## config.mk

```make
export PLATFORM = sky130hd
export DESIGN_NAME = hevc_rtp_packetizer
export DESIGN_NICKNAME = d
export VERILOG_FILES = /design/src/hdl/hrtp_pkg.sv /design/src/hdl/hevc_rtp_packetizer.sv /design/src/hdl/hrtp_front.sv /design/src/hdl/hrtp_queue.sv /design/src/hdl/hrtp_back.sv
export VERILOG_INCLUDE_DIRS = /design/src /design/src/hdl
export SDC_FILE = /design/constraint.sdc
export NUM_CORES = 1
export LEC_CHECK = 0
export ABC_AREA = 1
export CAP_MARGIN = 20
export CORE_ASPECT_RATIO = 1.75
export CORE_MARGIN = 3
export CORE_UTILIZATION = 40
export DETAILED_ROUTE_END_ITERATION = 8
export DONT_BUFFER_PORTS = 1
export PLACE_DENSITY_LB_ADDON = 0.25
export SYNTH_ARGS = -nofsm -noshare
export SYNTH_HDL_FRONTEND = slang
export SYNTH_SLANG_ARGS = --single-unit
```

## constraint.sdc

```tcl
create_clock -name clk -period 15.1 [get_ports clk]
set_input_delay 1.51 -clock clk [delete_from_list [all_inputs] [get_ports clk]]
set_output_delay 1.51 -clock clk [all_outputs]
set_load 0.1 [all_outputs]
```

## src/hdl/hevc_rtp_packetizer_defines.svh

```systemverilog
// assertion macros shared by the packetizer modules
// no dependencies; each user module must have clk and rst_n in scope
`ifndef HEVC_RTP_PACKETIZER_DEFINES_SVH
`define HEVC_RTP_PACKETIZER_DEFINES_SVH

// same-cycle implication, disabled during reset
`define HRTP_ASSERT_NOW(lbl, ante, cons, msg) \
    lbl: assert property (@(posedge clk) disable iff (!rst_n) (ante) |-> (cons)) \
        else $error(msg);

// next-cycle implication, disabled during reset
`define HRTP_ASSERT_NEXT(lbl, ante, cons, msg) \
    lbl: assert property (@(posedge clk) disable iff (!rst_n) (ante) |=> (cons)) \
        else $error(msg);

`endif

```

## src/hdl/hrtp_pkg.sv

```systemverilog
// shared types and constants of the hevc rtp packetizer
// no dependencies
package hrtp_pkg;

    // default width of the nalu size field
    localparam int SIZE_BITS_DEF = 24;

    // configuration register indexes
    localparam int CFG_INDEX_W = 8;
    localparam logic [CFG_INDEX_W-1:0] CFG_PAYLOAD_TYPE = 8'd0;
    localparam logic [CFG_INDEX_W-1:0] CFG_SSRC         = 8'd1;
    localparam logic [CFG_INDEX_W-1:0] CFG_SEQ_START    = 8'd2;
    localparam logic [CFG_INDEX_W-1:0] CFG_MAX_PAYLOAD  = 8'd3;

    // register reset values
    localparam logic [6:0]  PT_RESET   = 7'd96;
    localparam logic [15:0] MAXP_RESET = 16'd1388;

    // packet constants
    localparam logic [7:0] RTP_VERSION_BYTE = 8'h80;
    localparam logic [7:0] FU_TYPE_BYTE     = 8'(49 << 1);
    localparam logic [7:0] FU_SECOND_BYTE   = 8'h01;
    localparam logic [5:0] NAL_TYPE_MASK    = 6'h3f;
    localparam logic [7:0] FU_START_BIT     = 8'h80;
    localparam logic [7:0] FU_END_BIT       = 8'h40;
    localparam logic [15:0] FU_HDR_OVERHEAD = 16'd3;

    // byte positions within the emitted sequence of one command
    typedef logic [3:0] step_t;
    localparam step_t STEP_FIRST    = 4'd0;
    localparam step_t STEP_HDR_LAST = 4'd11;
    localparam step_t STEP_DATA     = 4'd15;

    // command queue geometry
    localparam int QUEUE_DEPTH = 4;
    localparam int QPTR_W      = $clog2(QUEUE_DEPTH);
    localparam int QCNT_W      = $clog2(QUEUE_DEPTH + 1);

    // what the back end emits for one input byte
    typedef enum logic [1:0] {
        CMD_DATA,
        CMD_SINGLE,
        CMD_FRAG
    } cmd_kind_t;

    typedef struct packed {
        cmd_kind_t   kind;
        logic        marker;
        logic [15:0] seq;
        logic [31:0] timestamp;
        logic [7:0]  fu_byte;
        logic [7:0]  data;
        logic        data_end;
    } cmd_t;

    // register values seen by front and back
    typedef struct packed {
        logic [6:0]  payload_type;
        logic [31:0] ssrc;
        logic [15:0] max_payload;
    } cfg_t;

    // sequence counter load request
    typedef struct packed {
        logic        load;
        logic [15:0] value;
    } seq_load_t;

endpackage

```

## src/hdl/hevc_rtp_packetizer.sv

```systemverilog
// top level of the hevc rtp packetizer: register file and part wiring
// depends on hrtp_pkg, hrtp_front, hrtp_queue and hrtp_back

// Takes one NAL unit byte per transfer and emits the RTP byte stream, one
// byte per output transfer. The first byte of a NALU brings its size and
// timestamp; a NALU no larger than max_payload becomes one packet with the
// marker set, a larger one becomes fragmentation units. An input byte causes
// 0, 1, 13 or 16 output bytes and the back end emits one per cycle unless
// out_ready holds it back: 1 byte for a payload byte, 13 for a single-NALU
// packet start and 16 for a fragment start. The two header bytes of a
// fragmented NALU produce nothing.
// A four-entry command queue lets the input keep streaming while a header
// burst drains. Register writes are taken every cycle (cfg_ready is high)
// and are meant for idle periods.
module hevc_rtp_packetizer #(
    parameter int SIZE_BITS = hrtp_pkg::SIZE_BITS_DEF
) (
    input  logic                             clk,
    input  logic                             rst_n,
    input  logic                             in_valid,
    output logic                             in_ready,
    input  logic [7:0]                       nal_byte,
    input  logic [SIZE_BITS-1:0]             nalu_size,
    input  logic [31:0]                      time_stamp,
    output logic                             out_valid,
    input  logic                             out_ready,
    output logic [7:0]                       out_byte,
    output logic                             packet_end,
    output logic                             run_last,
    input  logic                             cfg_valid,
    output logic                             cfg_ready,
    input  logic [hrtp_pkg::CFG_INDEX_W-1:0] cfg_index,
    input  logic [31:0]                      cfg_data
);

    hrtp_pkg::cfg_t      cfg_reg;
    hrtp_pkg::seq_load_t seq_load;
    logic                cfg_write;
    logic                push;
    hrtp_pkg::cmd_t      push_cmd;
    logic                q_full;
    logic                q_valid;
    hrtp_pkg::cmd_t      q_cmd;
    logic                pop;

    assign cfg_ready = 1'b1;
    assign cfg_write = cfg_valid && cfg_ready;

    // sequence start write loads the counter in the front end
    assign seq_load.load  = cfg_write && (cfg_index == hrtp_pkg::CFG_SEQ_START);
    assign seq_load.value = cfg_data[15:0];

    // configuration registers
    always_ff @(posedge clk or negedge rst_n)
    begin
        if (!rst_n)
        begin
            cfg_reg.payload_type <= hrtp_pkg::PT_RESET;
            cfg_reg.ssrc         <= '0;
            cfg_reg.max_payload  <= hrtp_pkg::MAXP_RESET;
        end
        else if (cfg_write)
        begin
            unique case (cfg_index)
                hrtp_pkg::CFG_PAYLOAD_TYPE: cfg_reg.payload_type <= cfg_data[6:0];
                hrtp_pkg::CFG_SSRC:         cfg_reg.ssrc         <= cfg_data;
                hrtp_pkg::CFG_MAX_PAYLOAD:  cfg_reg.max_payload  <= cfg_data[15:0];
                default:                    cfg_reg              <= cfg_reg;
            endcase
        end
    end

    hrtp_front #(
        .SIZE_BITS (SIZE_BITS)
    ) u_front (
        .clk        (clk),
        .rst_n      (rst_n),
        .in_valid   (in_valid),
        .in_ready   (in_ready),
        .nal_byte   (nal_byte),
        .nalu_size  (nalu_size),
        .time_stamp (time_stamp),
        .cfg        (cfg_reg),
        .seq_load   (seq_load),
        .push       (push),
        .push_cmd   (push_cmd),
        .q_full     (q_full)
    );

    hrtp_queue u_queue (
        .clk      (clk),
        .rst_n    (rst_n),
        .push     (push),
        .push_cmd (push_cmd),
        .full     (q_full),
        .pop      (pop),
        .q_valid  (q_valid),
        .q_cmd    (q_cmd)
    );

    hrtp_back u_back (
        .clk        (clk),
        .rst_n      (rst_n),
        .cfg        (cfg_reg),
        .q_valid    (q_valid),
        .q_cmd      (q_cmd),
        .pop        (pop),
        .out_valid  (out_valid),
        .out_ready  (out_ready),
        .out_byte   (out_byte),
        .packet_end (packet_end),
        .run_last   (run_last)
    );

endmodule

```

## src/hdl/hrtp_front.sv

```systemverilog
// front end: takes nal bytes, tracks nalu and fragment state, builds commands
// depends on hrtp_pkg and hevc_rtp_packetizer_defines.svh
`include "hevc_rtp_packetizer_defines.svh"

module hrtp_front #(
    parameter int SIZE_BITS = hrtp_pkg::SIZE_BITS_DEF
) (
    input  logic                 clk,
    input  logic                 rst_n,
    input  logic                 in_valid,
    output logic                 in_ready,
    input  logic [7:0]           nal_byte,
    input  logic [SIZE_BITS-1:0] nalu_size,
    input  logic [31:0]          time_stamp,
    input  hrtp_pkg::cfg_t       cfg,
    input  hrtp_pkg::seq_load_t  seq_load,
    output logic                 push,
    output hrtp_pkg::cmd_t       push_cmd,
    input  logic                 q_full
);

    logic [SIZE_BITS-1:0] bytes_left_reg, bytes_left_next;
    logic [15:0]          fragment_left_reg, fragment_left_next;
    logic                 fragmenting_reg, fragmenting_next;
    logic                 first_fragment_reg, first_fragment_next;
    logic [5:0]           held_type_reg, held_type_next;
    logic [31:0]          held_ts_reg, held_ts_next;
    logic [1:0]           byte_index_reg, byte_index_next;
    logic [15:0]          seq_reg, seq_next;

    logic                 accept;
    logic                 new_nalu;
    logic [SIZE_BITS-1:0] size_eff;
    logic [SIZE_BITS-1:0] left_eff;
    logic [SIZE_BITS-1:0] left_dec;
    logic                 frag_eff;
    logic [31:0]          ts_eff;
    logic [5:0]           type_eff;
    logic [1:0]           index_eff;
    logic [15:0]          frag_left_eff;
    logic                 first_eff;
    logic [15:0]          fsize;
    logic                 is_end;
    logic [15:0]          frag_left_new;
    logic                 uses_header;

    assign in_ready = !q_full;
    assign accept   = in_valid && in_ready;

    // values as seen by this byte, with a new nalu starting fresh
    always_comb
    begin
        new_nalu      = (bytes_left_reg == '0);
        size_eff      = (nalu_size == '0) ? SIZE_BITS'(1) : nalu_size;
        left_eff      = new_nalu ? size_eff : bytes_left_reg;
        left_dec      = left_eff - SIZE_BITS'(1);
        frag_eff      = new_nalu ? (size_eff > SIZE_BITS'(cfg.max_payload)) : fragmenting_reg;
        ts_eff        = new_nalu ? time_stamp : held_ts_reg;
        type_eff      = new_nalu ? (nal_byte[6:1] & hrtp_pkg::NAL_TYPE_MASK) : held_type_reg;
        index_eff     = new_nalu ? 2'd0 : byte_index_reg;
        frag_left_eff = new_nalu ? 16'd0 : fragment_left_reg;
        first_eff     = new_nalu ? 1'b1 : first_fragment_reg;
    end

    // fragment sizing and command build
    always_comb
    begin
        fsize = (cfg.max_payload > hrtp_pkg::FU_HDR_OVERHEAD)
              ? (cfg.max_payload - hrtp_pkg::FU_HDR_OVERHEAD) : 16'd1;
        is_end = (SIZE_BITS'(fsize) >= left_eff);
        frag_left_new = frag_left_eff;
        push_cmd = '0;
        push_cmd.seq       = seq_reg;
        push_cmd.timestamp = ts_eff;
        push_cmd.data      = nal_byte;
        push_cmd.kind      = hrtp_pkg::CMD_DATA;
        push = 1'b0;
        uses_header = 1'b0;
        if (!frag_eff)
        begin
            push = accept;
            push_cmd.kind     = new_nalu ? hrtp_pkg::CMD_SINGLE : hrtp_pkg::CMD_DATA;
            push_cmd.marker   = 1'b1;
            push_cmd.data_end = (left_eff == SIZE_BITS'(1));
            uses_header       = new_nalu;
        end
        else if (index_eff == 2'd2)
        begin
            push = accept;
            if (frag_left_eff == 16'd0)
            begin
                push_cmd.kind    = hrtp_pkg::CMD_FRAG;
                push_cmd.marker  = is_end;
                push_cmd.fu_byte = {2'b00, type_eff}
                                 | (first_eff ? hrtp_pkg::FU_START_BIT : 8'h00)
                                 | (is_end ? hrtp_pkg::FU_END_BIT : 8'h00);
                frag_left_new = (is_end ? left_eff[15:0] : fsize) - 16'd1;
                uses_header   = 1'b1;
            end
            else
            begin
                frag_left_new = frag_left_eff - 16'd1;
            end
            push_cmd.data_end = (frag_left_new == 16'd0);
        end
    end

    // next state
    always_comb
    begin
        bytes_left_next     = bytes_left_reg;
        fragment_left_next  = fragment_left_reg;
        fragmenting_next    = fragmenting_reg;
        first_fragment_next = first_fragment_reg;
        held_type_next      = held_type_reg;
        held_ts_next        = held_ts_reg;
        byte_index_next     = byte_index_reg;
        seq_next            = seq_reg;
        if (seq_load.load)
        begin
            seq_next = seq_load.value;
        end
        if (accept)
        begin
            bytes_left_next     = left_dec;
            fragment_left_next  = (left_dec == '0) ? 16'd0 : frag_left_new;
            fragmenting_next    = frag_eff;
            first_fragment_next = first_eff && !(push && uses_header && frag_eff);
            held_type_next      = new_nalu && frag_eff ? type_eff : held_type_reg;
            held_ts_next        = ts_eff;
            byte_index_next     = (index_eff == 2'd2) ? 2'd2 : index_eff + 2'd1;
            if (push && uses_header)
            begin
                seq_next = seq_reg + 16'd1;
            end
        end
    end

    // state registers
    always_ff @(posedge clk or negedge rst_n)
    begin
        if (!rst_n)
        begin
            bytes_left_reg     <= '0;
            fragment_left_reg  <= '0;
            fragmenting_reg    <= 1'b0;
            first_fragment_reg <= 1'b1;
            held_type_reg      <= '0;
            held_ts_reg        <= '0;
            byte_index_reg     <= '0;
            seq_reg            <= '0;
        end
        else
        begin
            bytes_left_reg     <= bytes_left_next;
            fragment_left_reg  <= fragment_left_next;
            fragmenting_reg    <= fragmenting_next;
            first_fragment_reg <= first_fragment_next;
            held_type_reg      <= held_type_next;
            held_ts_reg        <= held_ts_next;
            byte_index_reg     <= byte_index_next;
            seq_reg            <= seq_next;
        end
    end

    // checks
    `HRTP_ASSERT_NOW(a_frag_left_only_fragmenting, fragment_left_reg != 16'd0,
        fragmenting_reg, "fragment count open outside a fragmented nalu")
    `HRTP_ASSERT_NOW(a_push_only_on_transfer, push, accept,
        "command pushed without an input transfer")

endmodule

```

## src/hdl/hrtp_queue.sv

```systemverilog
// short command queue between front and back end
// depends on hrtp_pkg and hevc_rtp_packetizer_defines.svh
`include "hevc_rtp_packetizer_defines.svh"

module hrtp_queue (
    input  logic           clk,
    input  logic           rst_n,
    input  logic           push,
    input  hrtp_pkg::cmd_t push_cmd,
    output logic           full,
    input  logic           pop,
    output logic           q_valid,
    output hrtp_pkg::cmd_t q_cmd
);

    hrtp_pkg::cmd_t mem [hrtp_pkg::QUEUE_DEPTH];

    logic [hrtp_pkg::QPTR_W-1:0] wr_ptr_reg, rd_ptr_reg;
    logic [hrtp_pkg::QCNT_W-1:0] count_reg;
    logic                        do_pop;

    assign full    = (count_reg == hrtp_pkg::QCNT_W'(hrtp_pkg::QUEUE_DEPTH));
    assign q_valid = (count_reg != '0);
    assign q_cmd   = mem[rd_ptr_reg];
    assign do_pop  = pop && q_valid;

    // storage
    always_ff @(posedge clk)
    begin
        if (push)
        begin
            mem[wr_ptr_reg] <= push_cmd;
        end
    end

    // pointers and fill count
    always_ff @(posedge clk or negedge rst_n)
    begin
        if (!rst_n)
        begin
            wr_ptr_reg <= '0;
            rd_ptr_reg <= '0;
            count_reg  <= '0;
        end
        else
        begin
            if (push)
            begin
                wr_ptr_reg <= wr_ptr_reg + 1'b1;
            end
            if (do_pop)
            begin
                rd_ptr_reg <= rd_ptr_reg + 1'b1;
            end
            if (push && !do_pop)
            begin
                count_reg <= count_reg + 1'b1;
            end
            else if (do_pop && !push)
            begin
                count_reg <= count_reg - 1'b1;
            end
        end
    end

    // checks
    `HRTP_ASSERT_NOW(a_no_push_when_full, push, !full, "push into a full queue")
    `HRTP_ASSERT_NOW(a_count_in_range,
        1'b1, count_reg <= hrtp_pkg::QCNT_W'(hrtp_pkg::QUEUE_DEPTH),
        "queue count beyond depth")

endmodule

```

## src/hdl/hrtp_back.sv

```systemverilog
// back end: expands commands into rtp header, fu header and data bytes
// depends on hrtp_pkg and hevc_rtp_packetizer_defines.svh
`include "hevc_rtp_packetizer_defines.svh"

module hrtp_back (
    input  logic           clk,
    input  logic           rst_n,
    input  hrtp_pkg::cfg_t cfg,
    input  logic           q_valid,
    input  hrtp_pkg::cmd_t q_cmd,
    output logic           pop,
    output logic           out_valid,
    input  logic           out_ready,
    output logic [7:0]     out_byte,
    output logic           packet_end,
    output logic           run_last
);

    hrtp_pkg::cmd_t  cur_reg;
    logic            cur_valid_reg;
    hrtp_pkg::step_t step_reg;
    logic            out_valid_reg;
    logic [7:0]      out_byte_reg;
    logic            packet_end_reg;
    logic            run_last_reg;

    logic            emit;
    logic            last;
    logic [7:0]      byte_sel;
    hrtp_pkg::step_t step_next;

    assign emit = cur_valid_reg && (!out_valid_reg || out_ready);
    assign last = (step_reg == hrtp_pkg::STEP_DATA);
    assign pop  = q_valid && (!cur_valid_reg || (emit && last));

    // byte for the current position
    always_comb
    begin
        case (step_reg)
            4'd0:    byte_sel = hrtp_pkg::RTP_VERSION_BYTE;
            4'd1:    byte_sel = {cur_reg.marker, cfg.payload_type};
            4'd2:    byte_sel = cur_reg.seq[15:8];
            4'd3:    byte_sel = cur_reg.seq[7:0];
            4'd4:    byte_sel = cur_reg.timestamp[31:24];
            4'd5:    byte_sel = cur_reg.timestamp[23:16];
            4'd6:    byte_sel = cur_reg.timestamp[15:8];
            4'd7:    byte_sel = cur_reg.timestamp[7:0];
            4'd8:    byte_sel = cfg.ssrc[31:24];
            4'd9:    byte_sel = cfg.ssrc[23:16];
            4'd10:   byte_sel = cfg.ssrc[15:8];
            4'd11:   byte_sel = cfg.ssrc[7:0];
            4'd12:   byte_sel = hrtp_pkg::FU_TYPE_BYTE;
            4'd13:   byte_sel = hrtp_pkg::FU_SECOND_BYTE;
            4'd14:   byte_sel = cur_reg.fu_byte;
            default: byte_sel = cur_reg.data;
        endcase
    end

    // single nal packets skip the fu header
    always_comb
    begin
        if (step_reg == hrtp_pkg::STEP_HDR_LAST && cur_reg.kind == hrtp_pkg::CMD_SINGLE)
        begin
            step_next = hrtp_pkg::STEP_DATA;
        end
        else
        begin
            step_next = step_reg + 4'd1;
        end
    end

    // command register load
    always_ff @(posedge clk)
    begin
        if (pop)
        begin
            cur_reg <= q_cmd;
        end
    end

    // sequencing control
    always_ff @(posedge clk or negedge rst_n)
    begin
        if (!rst_n)
        begin
            cur_valid_reg <= 1'b0;
            step_reg      <= hrtp_pkg::STEP_FIRST;
            out_valid_reg <= 1'b0;
        end
        else
        begin
            if (pop)
            begin
                cur_valid_reg <= 1'b1;
                step_reg      <= (q_cmd.kind == hrtp_pkg::CMD_DATA)
                               ? hrtp_pkg::STEP_DATA : hrtp_pkg::STEP_FIRST;
            end
            else if (emit && last)
            begin
                cur_valid_reg <= 1'b0;
            end
            else if (emit)
            begin
                step_reg <= step_next;
            end
            if (emit)
            begin
                out_valid_reg <= 1'b1;
            end
            else if (out_ready)
            begin
                out_valid_reg <= 1'b0;
            end
        end
    end

    // output payload register
    always_ff @(posedge clk)
    begin
        if (emit)
        begin
            out_byte_reg   <= byte_sel;
            packet_end_reg <= last && cur_reg.data_end;
            run_last_reg   <= last;
        end
    end

    assign out_valid  = out_valid_reg;
    assign out_byte   = out_byte_reg;
    assign packet_end = packet_end_reg;
    assign run_last   = run_last_reg;

    // checks
    `HRTP_ASSERT_NOW(a_data_cmd_at_data_step,
        cur_valid_reg && cur_reg.kind == hrtp_pkg::CMD_DATA,
        step_reg == hrtp_pkg::STEP_DATA, "data-only command not at data position")
    `HRTP_ASSERT_NEXT(a_end_marks_run_last, emit && last && cur_reg.data_end,
        out_valid_reg && packet_end_reg && run_last_reg,
        "packet end not flagged on the data byte")

endmodule

```

* Yosys cells after proc, flatten, opt, wreduce, memory -nomap -nowiden *
Memory sizes are Yosys's and may differ from the RTL's.
Index checks and enable logic that the tools add are counted.

storage, ports and cells
  register bits = 244
  bits in latches = 0
  memory bits (writable) = 272
  ROM bits = 0
  bits of input ports = 109
  output and inout bits = 13
  word-level logic and storage cells = 157
  memories = 1

memory list
  name         words  bits a word  rd ports  clocked after Yosys merged registers in  write ports  line              text
  u_queue.mem  4      68           1         0                                        1            hrtp_queue.sv:16  hrtp_pkg::cmd_t mem [hrtp_pkg::QUEUE_DEPTH];

cells by class
  add/subtract/negate cells = 11
  $mul = 0
  divide/modulo/power cells = 0
  order comparisons = 3
  eq/ne operators = 23
  shift-type cells = 0
  muxes and demuxes = 50
  bitwise operators = 2
  reductions and logical operators = 40

operators with widths
  cell                                                             number
  two-way mux 16 bit                                               12
  one-hot mux 8 bit (15 select lines)                              1
  logical NOT 24 bit                                               3
  two-way mux 24 bit                                               2
  equality test 4 bit (second input constant)                      8
  logical NOT 16 bit                                               2
  two-way mux 32 bit                                               1
  two-way mux 8 bit                                                4
  subtractor 16 x 1 -> 16 bit (second input constant)              2
  equality test 24 x 1 -> 1 bit (second input constant)            1
  greater-or-equal comparator 16 x 24 -> 1 bit                     1
  greater-than comparator 24 x 16 -> 1 bit                         1
  subtractor 24 x 1 -> 24 bit (second input constant)              1
  two-way mux 4 bit                                                5
  adder 16 x 1 -> 16 bit (second input constant)                   1
  equality test 4 x 3 -> 1 bit (second input constant)             4
  equality test 8 x 2 -> 1 bit (second input constant)             2
  greater-than comparator 16 x 2 -> 1 bit (second input constant)  1
  two-way mux 1 bit                                                16
  subtractor 16 x 2 -> 16 bit (second input constant)              1
  two-way mux 3 bit                                                5
  logical AND 1 bit                                                14
  AND reduction 2 bit                                              5
  equality test 4 x 2 -> 1 bit (second input constant)             2
  other kinds (22)                                                 34

* Logic depth before layout (Yosys ltp) *
Gate-level depths: netlist of the first run.

  word-level depth = 12
  mapped depth = 36
  mapped depth without buffers = 34

* By module *
Synthesis of the first run repeated with hierarchy kept, for this count alone.

second synthesis, totals
  cell total of the unflattened synthesis = 2755
  area, all modules = 25867.3 um2

modules (own cells, without submodules)
  module               times used  cells each  area an instance (um2)  seq. area each (um2)
  hrtp_queue           1           849         11369.7                 8343.0
  hrtp_front           1           1274        8287.9                  2453.6
  hrtp_back            1           380         3898.7                  2492.4
  hevc_rtp_packetizer  1           252         2311.0                  1386.3

* Least setup slack after synthesis of the first run *
OpenSTA, ideal clock, no wires.

  path kind = input -> register
  start = in nalu_size[20]
  end = mem u_queue.mem[0][0] (netlist bit) (enable)
  data arrival time = 6388 ps
  required time = 14605 ps
  path slack = 8217 ps
  cell stages on the path = 17
  buffers on the path = 0
  path through = inv_1 > nand4_1 > nor2_1 > nand4_1 > nand2_1 > inv_1 > ha_1 > nand2_1 > nor4_1 > nand2_1 > nand2_1 > nor2_1 > nor2_1 > nor2_1 > nor2_1 > inv_1 > nor2_1

between the ends
  longest elaborated chain between the ends = 7

ends and longest elaborated chain
  what                                        line                       text
  from (decl)                                 hevc_rtp_packetizer.sv:23  input logic [SIZE_BITS-1:0] nalu_size,
  logical NOT 24 bit                          hrtp_front.sv:54           size_eff = (nalu_size == '0) ? SIZE_BITS'(1) : nalu_size;
  two-way mux 24 bit *                        hrtp_front.sv:54
  greater-than comparator 24 x 16 -> 1 bit *  hrtp_front.sv:57           frag_eff = new_nalu ? (size_eff > SIZE_BITS'(cfg.max_payload)) : fragmenting_reg;
  two-way mux 1 bit *                         hrtp_front.sv:57
  two-way mux 1 bit *                         hrtp_front.sv:79           if (!frag_eff)
  net push                                    hevc_rtp_packetizer.sv:39  logic push;
  two-way mux 1 bit *                         hrtp_queue.sv:30           if (push)
  two-way mux 1 bit (not written as such) *   hrtp_queue.sv:32           mem[wr_ptr_reg] <= push_cmd;
  to (decl)                                   hrtp_queue.sv:16

The timed path passes the listed nets; every way through them passes the cells marked *.

==> impl_metrics.yaml, run 1 <==
die:
  core_area_um2: 59350
  floorplan.initialDensity_pct: 40.53
  pin_count: 122
  chipHeight_um: 330.4
  die_area_um2: 63240
  fp.dieW_um: 191.4
  std_cell_rows: 118
worst_setup_path:
  crit_type: "register to register"
  worstRegToRegCells: 30
  critical_path.slowest_cell: "nand3_4"
  path_delay_family: "simple AND/OR/NAND/NOR gates"
  critical_path_buf_inv_count: 2
  reg2reg_slack_ns: 8.87
  setup.worst_path.end_class: "register"
  timing.critical_path.mode_cell: "nand2_1"
  crit_arrival_ns: 6.55
  slowest_delay_ns: 0.63
  worst_r2r_startpoint: "u_front.bytes_left_reg[0]$_DFFE_PN0P_"
  critical_path_peak_fanout: 62
  setup.worst_path.start: "u_front.bytes_left_reg[0]$_DFFE_PN0P_"
  setup.worst_path.start_class: "register"
  worst_r2r_endpoint: "u_queue.mem[0][0]$_DFFE_PP_"
  worstPathRequired_ns: 15.42
power_and_ir_drop:
  pwr-share-comb_pct: 45.0
  leakage_component_of_the_power_nw: 10.68
  share_seq_of_total_power_pct: 35.5
  p_clk_share_pct: 19.5
  ir_worst_vdd_mv: 0.1954
  power.switching_mw: 2.905
  design_power_total_mw: 6.341
  switching_share_pct: 45.81
  power.density_nw_per_um2: 240.1
  power_report.internal_total_mw: 3.436
clock_network:
  clock_latency_ns: 0.61
  holdBufCountCts: 0
  clock_tree.htree_level_count: 2
  cts_inserted_buffers: 48
  cts-root-to-sink-buffers: 3
  cts_tree: "built"
  post_cts_resize_count: 0
  post_cts.repair.setup_buffers: 0
  worst_setup_hold_path_clk_slew_ns: 0.07
  cts.sink_count: 516
  cts_root_buf: "clkbuf_16"
synthesis:
  netlist_instances: 2444
  count_of_cell_types_in_the_netlist: 58
  yosysWarnings: 0
  synthMostInstantiatedCell: "nand2_1"
  synth_area_um2: 24060
  seq_area_frac_synth_pct: 61.00
  top_post_synthesis_cells_by_count: "nand2_1 (533), edfxtp_1 (350), o21ai_0 (311), nor2_1 (292), inv_1 (213)"
  synth_flop_cell: "edfxtp_1"
  synthArstFlopShare_pct: 32.17
  synth_edf_count: 350
  synth_area_per_inst_um2: 9.844
  mappedNetlistNets: 2604
  synth_area_leader_cell: "edfxtp_1"
  synth_area_leaders: "edfxtp_1 (44%), dfrtp_1 (16%), nand2_1 (8.3%), o21ai_0 (6.5%), nor2_1 (4.6%)"
  synthDominantCellAreaShare_pct: 43.69
  ys_seq_elements: 516
grt:
  grt_antenna_before_repair: 2
  grt_start_max_net_pins: 167
  grt_pass1_wl_um: 103300
  grt.total_usage_pct: 21.64
  number_of_global_route_vias_before_repair: 17240
  globalRoute.totalOverflow: 0
place:
  io_buffer_count: 0
  placed_cells_incl_taps: 3134
  hpwl_reported_at_the_end_of_detailed_placement_um: 48040
  dpl-instance-area_um2: 24740
  gpl.final_weighted_congestion: 0.9796
timing:
  final-hold-violation-count: 0
  setup_tns_ns: 0
  worstMarginPinSlew_ns: 1.102
  setup_repair_after_global_routing_missed_its_margin: "false"
  post-route-period-util_pct: 41.23
  timing.max_slew.rel_slack_pct: 24.63
  timing_max_transition_violations_final: 0
  max_clock_freq_mhz: 160.6
  final.min_clock_period_ns: 6.226
  fin_skew_ns: 0.02487
  setup_viol: 0
final_layout:
  fin_util_pct: 44.49
  n_fill_cell: 5664
  drive_above_1_share_pct: 7.029
  nets: 2567
  largest_register_ff_count: 272
  final_design_area_no_fill_um2: 26410
  final-instance-count-excl-fill: 3230
  areaGrowthSynthToFinish_pct: 9.767
run:
  maxCapViolations: 0
routing:
  routed_via_density: 5.361
  drt-total-wl_um: 69010
  antenna_violating_nets_post_route: 0
  vias_post_dr: 17320
  drtPass1Iterations: 6
  wl_per_cell_um: 21.37
  drcViolationCount: 0
  number_of_design_rule_violations_left_by_the_first_detailed_router_iteration: 1346
worst_hold_path:
  worstHoldEndpoint: "u_back.out_valid$_DFFE_PN0P_"
  worst_hold_check_path_type: "register to register"
  min_from: "u_back.cur_valid_reg$_DFFE_PN0P_"
  min_delay_path_depth: 2
run_status:
  run_status: "completed"
[power groups by stage]
stage / combinational, mW / clock [mW] / sequential (mW)
after floorplan: 2.00 / 0 / 2.21
after global placement: 2.79 / 0 / 2.26
after detailed placement: 2.84 / 0 / 2.28
after CTS: 2.84 / 1.27 / 2.25
after global routing: 3.14 / 1.32 / 2.28
final: 2.85 / 1.24 / 2.25
[cells in the final DEF, fill, tap and decap left out, drive strengths merged, types with 17 or more instances in the layout]
cell type	netlist	routed
clkinv	3	23
nand4	32	32
buf	13	20
nand3	90	90
nand2	540	540
edfxtp	350	350
inv	222	221
ha	50	50
o22ai	71	71
clkbuf	94	61
a21oi	32	32
dfrtp	157	157
nor3	20	20
o21ai	320	320
mux2	17	17
xor2	35	35
nor2	304	304
[worst reg2reg max path, delay by kind of cell (launching register included)]
kind	cells	cell delay, ns
fa+ha+maj	2	0.53
simple gates	24	3.83
buf+inv	2	0.71
flops	1	0.41
compound gates	2	0.47
[cell type report]
| type | instances | area (µm²) | area share, % |
|---|---|---|---|
| clock buffer | 61 | 1303 | 4.932 |
| tap | 780 | 975.9 | 3.696 |
| inverter | 225 | 850.8 | 3.222 |
| timing repair buffer | 20 | 190.2 | 0.7202 |
| clock inverter | 29 | 295.3 | 1.118 |
| antenna | 3 | 7.507 | 0.02843 |
| sequential | 516 | 14680 | 55.59 |
| multi-input combinational | 1596 | 8105 | 30.69 |
[how the worst max path moves through the flow]
stage / to / cells past startpoint
after detailed placement: u_queue.mem[0][49]$_DFFE_PP_ / 16
after global placement: u_queue.mem[0][55]$_DFFE_PP_ / 16
final: u_queue.mem[0][0]$_DFFE_PP_ / 30
after floorplan: u_queue.mem[0][0]$_DFFE_PP_ / 17
after CTS: u_queue.mem[1][0]$_DFFE_PP_ / 31
after global routing: u_queue.mem[3][0]$_DFFE_PP_ / 29
[routing by layer]
metal  up-vias  track usage [%]  part of all wire, %
li1       8239                -                    -
met1      8498            24.34                   38
met2       448            40.38                   53
met3       131            3.208                  4.5
met4         0            9.181                  4.4
met5         -                0                    0
[per-stage QoR]
stage,hold WS [ns],setup slack (ns)
final,0.4716,8.874
after global routing,0.4921,8.182
after detailed placement,0.4495,8.669
after global placement,0.4449,8.719
after floorplan,0.4326,8.217
after CTS,0.4726,8.851
[kinds of logic after synthesis]
group | share of synthesized area [%]
flip-flops | 61.00
multiplexers | 1.045
other | 0.01559
buffers and inverters | 5.476
adder cells (fa/ha/maj) | 2.684
XOR/XNOR | 1.420
AO/OA/AOI/OAI | 11.06
AND/OR/NAND/NOR | 17.30
(Power assumes the default switching activity.)
==> inputs of run 2 (changes only) <==
==> constraint.sdc (replaced) <==
create_clock -name clk -period 5.36 [get_ports clk]
set_input_delay 0.536 -clock clk [delete_from_list [all_inputs] [get_ports clk]]
set_output_delay 0.536 -clock clk [all_outputs]
set_load 0.1 [all_outputs]
==> impl_metrics.yaml, run 2 (synthesis results as in run 1) <==
run_status:
  run_status: "finished, violations left"
  violated_checks: "negative hold slack"
clock_network:
  cts_inserted_buffers: 48
  post_cts.repair.setup_buffers: 0
  post_cts_resize_count: 0
  holdBufCountCts: 9
  clock_tree.htree_level_count: 2
  cts_root_buf: "clkbuf_16"
  cts_tree: "built"
  cts-root-to-sink-buffers: 3
  clock_latency_ns: 0.61
  worst_setup_hold_path_clk_slew_ns: 0.07
  cts.sink_count: 516
final_layout:
  layout.area.seq_um2: 14680
  mostFrequentLayoutCells: "nand2_1 (532), edfxtp_1 (350), o21ai_0 (311)"
  largest_register_ff_count: 272
  areaGrowthSynthToFinish_pct: 10.87
  multi_input_comb_area_um2: 8105
  drive_above_1_share_pct: 7.589
  layout.cells.most_common: "nand2_1"
  n_fill_cell: 5609
  nets: 2584
  fin_util_pct: 44.94
power_and_ir_drop:
  ir_worst_vdd_mv: 0.3889
  p_clk_share_pct: 20.0
  power.density_nw_per_um2: 673.2
  power_report.internal_total_mw: 9.775
  leakage_component_of_the_power_nw: 10.82
  pwr-share-comb_pct: 45.2
  power.switching_mw: 8.180
  switching_share_pct: 45.56
  share_seq_of_total_power_pct: 34.8
  design_power_total_mw: 17.96
worst_setup_path:
  critical_path_buf_inv_count: 2
  timing.critical_path.mode_cell: "nand2_1"
  crit_type: "register to register"
  worstPathRequired_ns: 5.69
  slowest_delay_ns: 0.40
  critical_path.slowest_cell: "dfrtp_1"
  crit_arrival_ns: 5.02
  critical_path_peak_fanout: 21
  path_delay_family: "simple AND/OR/NAND/NOR gates"
  setup.worst_path.start_class: "register"
  setup.worst_path.end_class: "register"
grt:
  grt.total_usage_pct: 21.94
  grt_start_max_net_pins: 167
  grt_pass1_wl_um: 104100
  grt_antenna_before_repair: 4
  globalRoute.totalOverflow: 0
  number_of_global_route_vias_before_repair: 17500
timing:
  setup_viol: 0
  timing_max_transition_violations_final: 0
  worst_hold_slack_ns: -0.07779
  setup_tns_ns: 0
  fin_skew_ns: 0.02113
  setup_repair_after_global_routing_missed_its_margin: "false"
  finalWorstSetupSlack_ns: 0.6702
  final-hold-violation-count: 41
  post-route-period-util_pct: 87.50
  worstMarginPinSlew_ns: 1.009
  final.min_clock_period_ns: 4.690
  timing.max_slew.rel_slack_pct: 32.59
  max_clock_freq_mhz: 213.2
die:
  fp.dieW_um: 191.4
  pin_count: 122
  core_area_um2: 59350
  die_area_um2: 63240
  floorplan.initialDensity_pct: 40.53
  chipHeight_um: 330.4
  std_cell_rows: 118
place:
  setup_slack_after_placement_ns: 0.4527
  io_buffer_count: 0
  gpl.final_weighted_congestion: 0.9587
  hpwl_reported_at_the_end_of_detailed_placement_um: 48720
routing:
  drcViolationCount: 0
  drtPass1Iterations: 5
  routed_via_density: 5.411
  number_of_design_rule_violations_left_by_the_first_detailed_router_iteration: 1346
  drt-total-wl_um: 69880
  antenna_violating_nets_post_route: 0
  wl_per_cell_um: 21.52
  vias_post_dr: 17570
worst_hold_path:
  worst_hold_check_path_type: "input port to asynchronous set/reset pin"
run:
  maxCapViolations: 0
[run 2: cell count changes in the layout (fill, tap and decap cells not counted), sizes merged]
cell / before / now
buf: 20 / 29
bufinv: 5 / 7
clkinvlp: 5 / 4
clkinv: 23 / 24
clkbuf: 61 / 56
dlygate4sd3: 0 / 8
inv: 221 / 224
[run 2: power groups by stage]
stage	logic [mW]	clock network, mW	registers, mW
global route	8.98	3.81	6.34
global placement	7.95	0	6.29
finish	8.11	3.59	6.25
floorplan	5.65	0	6.22
CTS	8.12	3.67	6.25
detailed placement	8.04	0	6.32
[run 2: per-layer routing]
| layer | global-route usage (%) | up-vias | routed length [µm] | share of wire [%] |
|---|---|---|---|---|
| li1 | - | 8285 | - | - |
| met3 | 3.325 | 192 | 3211 | 4.6 |
| met1 | 23.81 | 8577 | 25210 | 36 |
| met4 | 12.92 | 0 | 4678 | 6.7 |
| met5 | 0 | - | 0 | 0 |
| met2 | 40.08 | 517 | 36780 | 53 |
[run 2: layout make-up]
cell class | instances | share of cell area [%]
sequential | 516 | 55.04
multi-input combinational | 1596 | 30.39
clock buffer | 56 | 4.733
tap | 780 | 3.659
inverter | 225 | 3.190
timing repair buffer | 37 | 1.492
clock inverter | 34 | 1.473
antenna | 3 | 0.02815
[run 2: stage by stage]
step	instance area [µm²]	instances
2_1_floorplan	24060	2444
3_3_place_gp	24850	3142
3_5_place_dp	24860	3143
4_1_cts	26620	3242
5_1_grt	26670	3244
6_report	26670	3247
[run 2: final timing paths]
check	cells after the start	to	slack [ns]	startpoint
setup / recovery	28	u_queue.mem[2][0]$_DFFE_PP_	0.67	u_front.bytes_left_reg[1]$_DFFE_PN0P_
hold / removal	1	u_front.bytes_left_reg[6]$_DFFE_PN0P_	-0.08	rst_n
setup reg to reg	28	u_queue.mem[2][0]$_DFFE_PP_	0.67	u_front.bytes_left_reg[1]$_DFFE_PN0P_
hold reg to reg	2	u_back.out_valid$_DFFE_PN0P_	0.48	u_back.cur_valid_reg$_DFFE_PN0P_
max in group asynchronous	1	u_queue.rd_ptr_reg[0]$_DFFE_PN0P_	4.51	rst_n
min in group clk	0	u_queue.mem[2][3]$_DFFE_PP_	0.04	nal_byte[2]
